### src/rtl/core/dtq_pkg.sv
package dtq_pkg;

	localparam int DEPTH      = 16;
	localparam int TIME_BITS  = 32;
	localparam int TAG_W      = 16;
	localparam int DELAY_W    = 31;
	localparam int OTIME_W    = 32;
	localparam int IDX_W      = $clog2(DEPTH);
	localparam int IN_DATA_W  = 48;
	localparam int OUT_DATA_W = 56;
	localparam int USER_W     = 2;

	typedef logic [TIME_BITS-1:0] time_t;
	typedef logic [TAG_W-1:0]     tag_t;
	typedef logic [IDX_W-1:0]     idx_t;

	typedef enum logic [1:0] {
		CMD_SCHED = 2'd0,
		CMD_TICK  = 2'd1,
		CMD_STOP  = 2'd2
	} cmd_t;

	typedef enum logic [1:0] {
		KIND_ACCEPT = 2'd0,
		KIND_REJECT = 2'd1,
		KIND_DUE    = 2'd2,
		KIND_STOP   = 2'd3
	} kind_t;

	// contents of one queue slot, handed down the row on a removal
	typedef struct packed {
		logic  valid;
		time_t dl;
		tag_t  tag;
	} slot_t;

	// search token walking the row, one cell per cycle
	typedef struct packed {
		logic  go;
		logic  found;
		time_t dl;
		tag_t  tag;
		idx_t  idx;
	} cand_t;

	// broadcast from the controller to every cell
	typedef struct packed {
		logic  ins;
		logic  shift;
		idx_t  rm_idx;
		time_t now;
		time_t new_dl;
		tag_t  new_tag;
	} cell_ctrl_t;

endpackage

### src/rtl/core/dtq_cell.sv
module dtq_cell
	import dtq_pkg::*;
(
	input  logic       clk,
	input  logic       arst_n,
	input  idx_t       idx,
	input  cell_ctrl_t ctrl,
	input  logic       prev_valid,
	input  slot_t      next_slot,
	input  cand_t      cand_in,
	output slot_t      slot,
	output logic       due,
	output cand_t      cand_out
);

	logic  valid_q;
	time_t dl_q;
	tag_t  tag_q;
	logic  go_q;
	logic  found_q;
	time_t cdl_q;
	tag_t  ctag_q;
	idx_t  cidx_q;

	time_t age;
	time_t gap;
	logic  take_own;
	logic  shift_in;
	logic  load_new;

	// due once now - deadline is not negative
	assign age = ctrl.now - dl_q;
	assign due = valid_q && !age[TIME_BITS-1];

	// strictly earlier only, so the lowest slot wins a tie
	assign gap      = dl_q - cand_in.dl;
	assign take_own = cand_in.go && due && (!cand_in.found || gap[TIME_BITS-1]);

	assign shift_in = ctrl.shift && (idx >= ctrl.rm_idx);
	assign load_new = ctrl.ins && !valid_q && prev_valid;

	always_ff @(posedge clk or negedge arst_n) begin
		if (!arst_n) begin
			valid_q <= 1'b0;
			go_q    <= 1'b0;
			found_q <= 1'b0;
		end else begin
			go_q    <= cand_in.go;
			found_q <= take_own ? 1'b1 : cand_in.found;
			if (shift_in) begin
				valid_q <= next_slot.valid;
			end else if (load_new) begin
				valid_q <= 1'b1;
			end
		end
	end

	always_ff @(posedge clk) begin
		if (shift_in) begin
			dl_q  <= next_slot.dl;
			tag_q <= next_slot.tag;
		end else if (load_new) begin
			dl_q  <= ctrl.new_dl;
			tag_q <= ctrl.new_tag;
		end
		if (take_own) begin
			cdl_q  <= dl_q;
			ctag_q <= tag_q;
			cidx_q <= idx;
		end else begin
			cdl_q  <= cand_in.dl;
			ctag_q <= cand_in.tag;
			cidx_q <= cand_in.idx;
		end
	end

	assign slot     = '{valid: valid_q, dl: dl_q, tag: tag_q};
	assign cand_out = '{go: go_q, found: found_q, dl: cdl_q, tag: ctag_q, idx: cidx_q};

endmodule

### src/rtl/core/deadline_timer_queue_top.sv
// Deadline timer queue: a tick counter plus a row of DEPTH slot cells kept in insertion
// order. Schedule and stop items give one result each. A tick item advances time, then
// for each due job a search token walks the row one cell per cycle, the winner is sent
// out and removed by shifting the later cells down; a tick with nothing due gives no
// result. One item is in work at a time; input is taken again once the block is idle
// and the output register is free.
module deadline_timer_queue_top
	import dtq_pkg::*;
(
	input  logic                  clk,
	input  logic                  arst_n,
	input  logic                  s_tvalid,
	output logic                  s_tready,
	input  logic [IN_DATA_W-1:0]  s_tdata,  // job_tag[15:0], delay_ticks[46:16], zero[47]
	input  logic [USER_W-1:0]     s_tuser,  // command[1:0]
	output logic                  m_tvalid,
	input  logic                  m_tready,
	output logic [OUT_DATA_W-1:0] m_tdata,  // due_tag[15:0], due_time[47:16], finished[48]
	output logic [USER_W-1:0]     m_tuser,  // kind[1:0]
	output logic                  m_tlast
);

	typedef enum logic [2:0] {
		ST_IDLE = 3'b001,
		ST_SCAN = 3'b010,
		ST_PICK = 3'b100
	} state_t;

	state_t state_q;
	logic   start_q;
	logic   stop_q;
	time_t  time_q;
	cand_t  pick_q;
	logic   pick_found_q;

	logic   m_tvalid_q;
	kind_t  kind_q;
	tag_t   otag_q;
	time_t  otime_q;
	logic   fin_q;
	logic   last_q;

	cmd_t       cmd;
	tag_t       in_tag;
	time_t      new_dl;
	logic       out_free;
	logic       acc;
	logic       full;
	logic       all_due;
	logic       rest_due;
	logic       emit;
	logic       load_out;
	cell_ctrl_t ctrl;

	slot_t              slot_chain [DEPTH+1];
	cand_t              cand_chain [DEPTH+1];
	logic [DEPTH-1:0]   valid_vec;
	logic [DEPTH-1:0]   due_vec;
	logic [DEPTH-1:0]   go_vec;
	logic [DEPTH-1:0]   valid_inc;

	assign cmd      = cmd_t'(s_tuser[1:0]);
	assign in_tag   = s_tdata[TAG_W-1:0];
	assign new_dl   = time_q + TIME_BITS'(s_tdata[TAG_W +: DELAY_W]);
	assign out_free = !m_tvalid_q || m_tready;
	assign s_tready = (state_q == ST_IDLE) && out_free;
	assign acc      = s_tvalid && s_tready;
	assign full     = valid_vec[DEPTH-1];
	assign all_due  = &(due_vec | ~valid_vec);
	// due mask holds still from the scan to the pick, so the rest tells whether this is the last one
	assign rest_due = |(due_vec & ~(DEPTH'(1) << pick_q.idx));
	assign emit     = (state_q == ST_PICK) && pick_found_q && out_free;
	assign load_out = (acc && (cmd == CMD_SCHED || cmd == CMD_STOP)) || emit;

	assign ctrl = '{
		ins:     acc && (cmd == CMD_SCHED) && !full,
		shift:   emit,
		rm_idx:  pick_q.idx,
		now:     time_q,
		new_dl:  new_dl,
		new_tag: in_tag
	};

	assign slot_chain[DEPTH] = '0;
	assign cand_chain[0]     = '{go: start_q, found: 1'b0, dl: '0, tag: '0, idx: '0};

	for (genvar i = 0; i < DEPTH; i++) begin : g_cell
		logic pv;
		if (i == 0) begin : g_head
			assign pv = 1'b1;
		end else begin : g_body
			assign pv = slot_chain[i-1].valid;
		end

		dtq_cell u_cell (
			.clk        (clk),
			.arst_n     (arst_n),
			.idx        (IDX_W'(i)),
			.ctrl       (ctrl),
			.prev_valid (pv),
			.next_slot  (slot_chain[i+1]),
			.cand_in    (cand_chain[i]),
			.slot       (slot_chain[i]),
			.due        (due_vec[i]),
			.cand_out   (cand_chain[i+1])
		);

		assign valid_vec[i] = slot_chain[i].valid;
		assign go_vec[i]    = cand_chain[i+1].go;
	end

	assign valid_inc = valid_vec + DEPTH'(1);

	always_ff @(posedge clk or negedge arst_n) begin
		if (!arst_n) begin
			state_q      <= ST_IDLE;
			start_q      <= 1'b0;
			stop_q       <= 1'b0;
			time_q       <= '0;
			pick_found_q <= 1'b0;
			m_tvalid_q   <= 1'b0;
		end else begin
			start_q <= 1'b0;
			unique case (state_q)
				ST_IDLE: begin
					if (acc) begin
						unique case (cmd)
							CMD_TICK: begin
								time_q  <= time_q + TIME_BITS'(1);
								start_q <= 1'b1;
								state_q <= ST_SCAN;
							end
							CMD_STOP: stop_q <= 1'b1;
							default: ;
						endcase
					end
				end
				ST_SCAN: begin
					if (cand_chain[DEPTH].go) begin
						pick_found_q <= cand_chain[DEPTH].found;
						state_q      <= ST_PICK;
					end
				end
				ST_PICK: begin
					if (!pick_found_q) begin
						state_q <= ST_IDLE;
					end else if (out_free) begin
						if (rest_due) begin
							start_q <= 1'b1;
							state_q <= ST_SCAN;
						end else begin
							state_q <= ST_IDLE;
						end
					end
				end
				default: state_q <= ST_IDLE;
			endcase

			if (load_out) begin
				m_tvalid_q <= 1'b1;
			end else if (m_tready) begin
				m_tvalid_q <= 1'b0;
			end
		end
	end

	always_ff @(posedge clk) begin
		if (state_q == ST_SCAN && cand_chain[DEPTH].go) begin
			pick_q <= cand_chain[DEPTH];
		end
		if (emit) begin
			kind_q  <= KIND_DUE;
			otag_q  <= pick_q.tag;
			otime_q <= pick_q.dl;
			fin_q   <= stop_q && all_due;
			last_q  <= !rest_due;
		end else if (acc && cmd == CMD_SCHED) begin
			kind_q  <= full ? KIND_REJECT : KIND_ACCEPT;
			otag_q  <= in_tag;
			otime_q <= new_dl;
			fin_q   <= 1'b0;
			last_q  <= 1'b1;
		end else if (acc && cmd == CMD_STOP) begin
			kind_q  <= KIND_STOP;
			otag_q  <= '0;
			otime_q <= time_q;
			fin_q   <= !valid_vec[0];
			last_q  <= 1'b1;
		end
	end

	assign m_tvalid = m_tvalid_q;
	assign m_tuser  = kind_q;
	assign m_tlast  = last_q;
	assign m_tdata  = {{(OUT_DATA_W - OTIME_W - TAG_W - 1){1'b0}}, fin_q,
		OTIME_W'(otime_q), otag_q};

`ifndef SYNTH
	// occupied slots always form a prefix of the row
	a_prefix: assert property (@(posedge clk) disable iff (!arst_n)
		(valid_vec & valid_inc) == '0)
		else $error("slot occupancy is not a prefix");

	// at most one search token in flight
	a_one_token: assert property (@(posedge clk) disable iff (!arst_n)
		$onehot0(go_vec))
		else $error("more than one search token in the row");

	// the job picked for removal is really due
	a_pick_due: assert property (@(posedge clk) disable iff (!arst_n)
		(state_q == ST_PICK && pick_found_q) |-> due_vec[pick_q.idx])
		else $error("picked slot is not due");

	// no insert into a full row
	a_ins_room: assert property (@(posedge clk) disable iff (!arst_n)
		ctrl.ins |-> !full)
		else $error("insert while queue is full");

	// a removal is only in idle-free picking, never while a token walks
	a_shift_quiet: assert property (@(posedge clk) disable iff (!arst_n)
		ctrl.shift |-> (go_vec == '0 && !start_q))
		else $error("removal while search is running");
`endif

endmodule

### config.mk
export PLATFORM = sky130hd
export DESIGN_NAME = deadline_timer_queue_top
export DESIGN_NICKNAME = d
export VERILOG_FILES = /design/src/rtl/core/dtq_pkg.sv /design/src/rtl/core/dtq_cell.sv /design/src/rtl/core/deadline_timer_queue_top.sv
export SDC_FILE = /design/constraint.sdc
export NUM_CORES = 2
export LEC_CHECK = 0
export BUFFER_PORTS_ARGS = -buffer_cell sky130_fd_sc_hd__buf_2
export CELL_PAD_IN_SITES_DETAIL_PLACEMENT = 1
export CELL_PAD_IN_SITES_GLOBAL_PLACEMENT = 2
export CORE_ASPECT_RATIO = 1.4
export CORE_MARGIN = 1
export CORE_UTILIZATION = 29
export CTS_CLUSTER_DIAMETER = 50
export DETAILED_ROUTE_END_ITERATION = 6
export GPL_ROUTABILITY_DRIVEN = 0
export HOLD_SLACK_MARGIN = 0.03
export PLACE_DENSITY_LB_ADDON = 0.1
export SLEW_MARGIN = 20
export SYNTH_ARGS = -nofsm -noshare
export SYNTH_HDL_FRONTEND = slang
export SYNTH_SLANG_ARGS = --single-unit
### constraint.sdc
create_clock -name clk -period 7.3 [get_ports clk]
set_input_delay 0.73 -clock clk [delete_from_list [all_inputs] [get_ports clk]]
set_output_delay 0.73 -clock clk [all_outputs]
set_load 0.005 [all_outputs]
==> key figures <==
Status
  • Status: complete, no violations

Route
  • Vias per inst: 4.73
  • Final WL: 306,000 microns
  • Post-route ant nets: 0
  • TritonRoute pass-1 iters: 5
  • Vias: 61,793
  • WL/cell: 23.4 microns
  • Initial DRC Count: 2,567
  • Residual DRC: 0

Worst setup path
  • Worst path arrival time: 6200 ps
  • CP Buf/Inv Count: 2
  • CP delay by family, top: compound AO/OA/AOI/OAI gates
  • Crit-path slowest cell: dfrtp_1
  • Max stage delay on crit path: 1030 ps
  • CP Launch Type: flop
  • CP max FO: 42
  • Crit path kind: flop to flop
  • Reg2Reg Capture Point: g_cell[13].u_cell.ctag_q[15]$_DFF_P_
  • Reg2reg start: time_q[20]$_DFFE_PN0P_
  • Reg-to-reg slack, setup: 1880 ps
  • Cells on worst reg2reg path: 13
  • Crit-path cells: buf_4 > ha_1 > a21oi_1 > o21ai_0 > nor3_1 > o211ai_1 > nand2_1 > o21ai_0 > xnor2_1 > nand3_1 > a21oi_4 > buf_4 > mux2_2
  • Critical Path End Type: flop
  • Critical Path Stages: 13
  • Critical path required time: 8080 ps

GRT
  • First-pass GRT wire length: 451,000 microns
  • Initial antenna violation count: 18
  • Largest net degree at the start of global routing: 78
  • Remaining Overflow, GRT: 0
  • Total track usage: 0.195
  • Vias in the first global route: 68,228

Cells and area
  • Final nets: 9,881
  • Storage element area: 44,200 sq um
  • Area of the multi-input gates: 40,700 sq um
  • Final Instance Area: 103,000 sq um
  • Syn-to-layout area delta: 15.4%
  • Share of post-route cells with drive strength above 1: 0.118
  • Fillers: 33,940

Synth
  • Async set-reset flop share out of synthesis: 0.0490
  • Synth Warn #: 0
  • Top FF cell, synth: dfxtp_1
  • #FFs+latches synth: 1,776
  • Syn Area/Cell: 10.3 sq um
  • Synth Instances: 8,692
  • Sequential area share after synthesis: 0.495
  • Synth Cell Area: 89,300 sq um
  • EDFF count, synth: 822
  • Post-synthesis cell type count: 93

Timing
  • Post-route minimum period: 5420 ps
  • Setup-failing EPs final: 0
  • Actual slew at the worst max-slew pin: 1090 ps
  • FMAX: 0.184 GHz
  • Slew headroom: 0.265
  • Final hold violation count: 0
  • Fin Clk Skew: 43.1 ps
  • Slew Viols, Final: 0
  • TNS Setup: 0 ps
  • Final period utilization: 0.743
  • RSZ-0062 raised after global routing: no

Hold path
  • Hold Crit Endpoint: stop_q$_DFFE_PN0P_
  • Hold Startpoint: s_tuser[1]
  • Hold Path Class: primary input to flop
  • Hold Path Depth: 3

Pwr
  • Leak: 0.0431 uW
  • Total power draw: 26,700 uW
  • Pwr/cell area: 259 nW/um^2
  • Worst VDD drop: 0.182 mV

Placement
  • I/O Buffers: 106
  • Post-detail-place hpwl: 234,000 microns
  • Placed cell areas: 95,600 sq um

Flow run
  • Max cap viols: 0

Clock tree
  • Inserted Clock Buffers: 222
  • CTS root buffer: clkbuf_16
  • Htree depth: 4
  • Post-CTS setup buffers: 0
  • Insertion delay to the later sink of the worst-skew pair: 900 ps
  • Clk buf depth: 4
  • Clk sinks: 1,776
  • TritonCTS clock tree: built
  • Clock Pin Slew Worst Setup and Hold Paths: 60 ps

Die
  • Die Y: 658 microns
  • CORE AREA: 306,000 sq um
  • IO Pins: 115
  • Starting Density: 0.292
  • Die Footprint: 310,000 sq um
  • Die W: 471 microns
  • Row cnt: 240
==> state kept, by name, indices dropped and copies added, names as in the netlist <==
register,count
otime_q,32
g_cell.u_cell.dl_q,512
g_cell.u_cell.cidx_q,49
g_cell.u_cell.valid_q,16
g_cell.u_cell.cdl_q,512
g_cell.u_cell.ctag_q,256
g_cell.u_cell.tag_q,256
m_tuser,2
otag_q,16
ctrl,4
g_cell.u_cell.go_q,16
start_q,1
pick_q,48
time_q,32
g_cell.u_cell.found_q,16
state_q,3
m_tvalid,1
m_tlast,1
pick_found_q,1
stop_q,1
fin_q,1
==> report_power, final <==
| group | leakage (uW) | switching (uW) | internal, uW |
|---|---|---|---|
| clock network | 0.00361 | 4590 | 6660 |
| registers | 0.0157 | 535 | 11400 |
| logic | 0.0238 | 2170 | 1390 |
| total | 0.0431 | 7300 | 19400 |
==> cell type report <==
class,count,area share
multi-input cells,5592,0.395
repair buffers,294,0.0193
clock buffers,316,0.0620
flip-flops and latches,1776,0.429
well taps,3993,0.0485
diodes,13,0.000316
clock inverters,93,0.00960
inverters,978,0.0356
==> placed cells by master (no fill, tap or decap), drive strengths merged, types with 23 or more instances in the layout <==
cell	netlist	layout
a21o	204	204
nor2b	65	65
o21ai	647	647
nor3	70	70
clkbuf	237	316
or2	34	34
clkinv	0	49
xor2	44	44
nand2	1406	1406
xnor2	79	79
dfrtp	86	86
edfxtp	822	822
and2	28	28
o21a	26	26
nand2b	70	70
inv	978	994
mux2i	457	457
a211oi	52	52
mux2	275	275
o31ai	27	27
nor2	199	199
a22oi	24	24
a21oi	397	397
buf	115	293
and3	23	23
dfxtp	867	867
o211ai	25	25
nand3	98	98
ha	962	962
nand4	106	106
nor4	25	25
==> logic make-up after synthesis <==
group,after synthesis,share of synthesized area
other,1,0.0000420
flip-flops,1776,0.495
buffers and inverters,1330,0.0574
AO/OA/AOI/OAI,1599,0.109
AND/OR/NAND/NOR,2168,0.105
XOR/XNOR,123,0.0121
adder cells (fa/ha/maj),963,0.135
multiplexers,732,0.0859
==> per-layer routing <==
| layer | vias to the layer above | GRT usage | wire length, microns |
|---|---|---|---|
| li1 | 30461 | - | - |
| met1 | 30288 | 0.240 | 134000 |
| met2 | 666 | 0.356 | 154000 |
| met3 | 378 | 0.0211 | 8380 |
| met4 | 0 | 0.0575 | 9070 |
| met5 | - | 0 | 0 |
==> metrics by stage <==
| stage | hold WS [ps] | worst slack, ps | cells | util |
|---|---|---|---|---|
| after floorplan | 347 | 1190 | 8698 | - |
| after global placement | 356 | 1430 | 12631 | 0.313 |
| after detailed placement | 361 | 1360 | 12631 | 0.313 |
| after CTS | 71.7 | 1360 | 13041 | 0.337 |
| after global routing | 132 | 1510 | 13044 | 0.337 |
| final | 169 | 1880 | 13055 | 0.337 |
==> worst max-delay path by stage <==
stage | from | to | slack (ps)
after floorplan | m_tready | g_cell[11].u_cell.dl_q[0]$_DFFE_PP_ | 1190
after global placement | time_q[1]$_DFFE_PN0P_ | g_cell[1].u_cell.ctag_q[3]$_DFF_P_ | 1430
after detailed placement | time_q[1]$_DFFE_PN0P_ | otime_q[28]$_DFFE_PP_ | 1360
after CTS | time_q[1]$_DFFE_PN0P_ | g_cell[9].u_cell.dl_q[28]$_DFFE_PP_ | 1360
after global routing | time_q[1]$_DFFE_PN0P_ | g_cell[12].u_cell.dl_q[28]$_DFFE_PP_ | 1510
final | time_q[20]$_DFFE_PN0P_ | g_cell[13].u_cell.ctag_q[15]$_DFF_P_ | 1880
==> what timing repair did <==
item	4_1_cts	5_1_grt
resized for setup	0	0
endpoints found under the hold margin	18	0
hold buffers	1	0
==> cell usage after synthesis (all sizes together) (16+ instances only) <==
cell     count  area share
clkbuf     237       0.010
nor2       199      0.0084
o2111ai     16      0.0016
xnor2       79      0.0078
dfrtp       86       0.024
nand2b      70      0.0049
inv        978       0.041
a211o       17      0.0017
and3        23      0.0016
buf        115      0.0063
nand2     1406       0.059
mux2       275       0.035
o31ai       27      0.0023
a21oi      397       0.022
edfxtp     822        0.28
xor2        44      0.0043
o211ai      25      0.0021
nor3        70      0.0040
a31oi       17      0.0014
nor2b       65      0.0046
a2111oi     20      0.0021
o21a        26      0.0022
a211oi      52      0.0046
nand3       98      0.0055
nor4        25      0.0018
mux2i      457       0.051
ha         962        0.13
o21ai      647       0.036
a22oi       24      0.0020
and2        28      0.0020
a21o       204       0.017
or2         34      0.0024
nand4      106      0.0074
dfxtp      867        0.19
a22o        16      0.0016
o22ai       16      0.0011
==> worst register-to-register path: cells and delay by family (launching register included) <==
family / cells / cell delay (ps)
flops: 1 / 1030
compound gates: 5 / 1900
xor+xnor: 1 / 230
buf+inv: 2 / 1010
fa+ha+maj: 1 / 160
mux: 1 / 470
simple gates: 3 / 530
(Power assumes the default switching activity.)
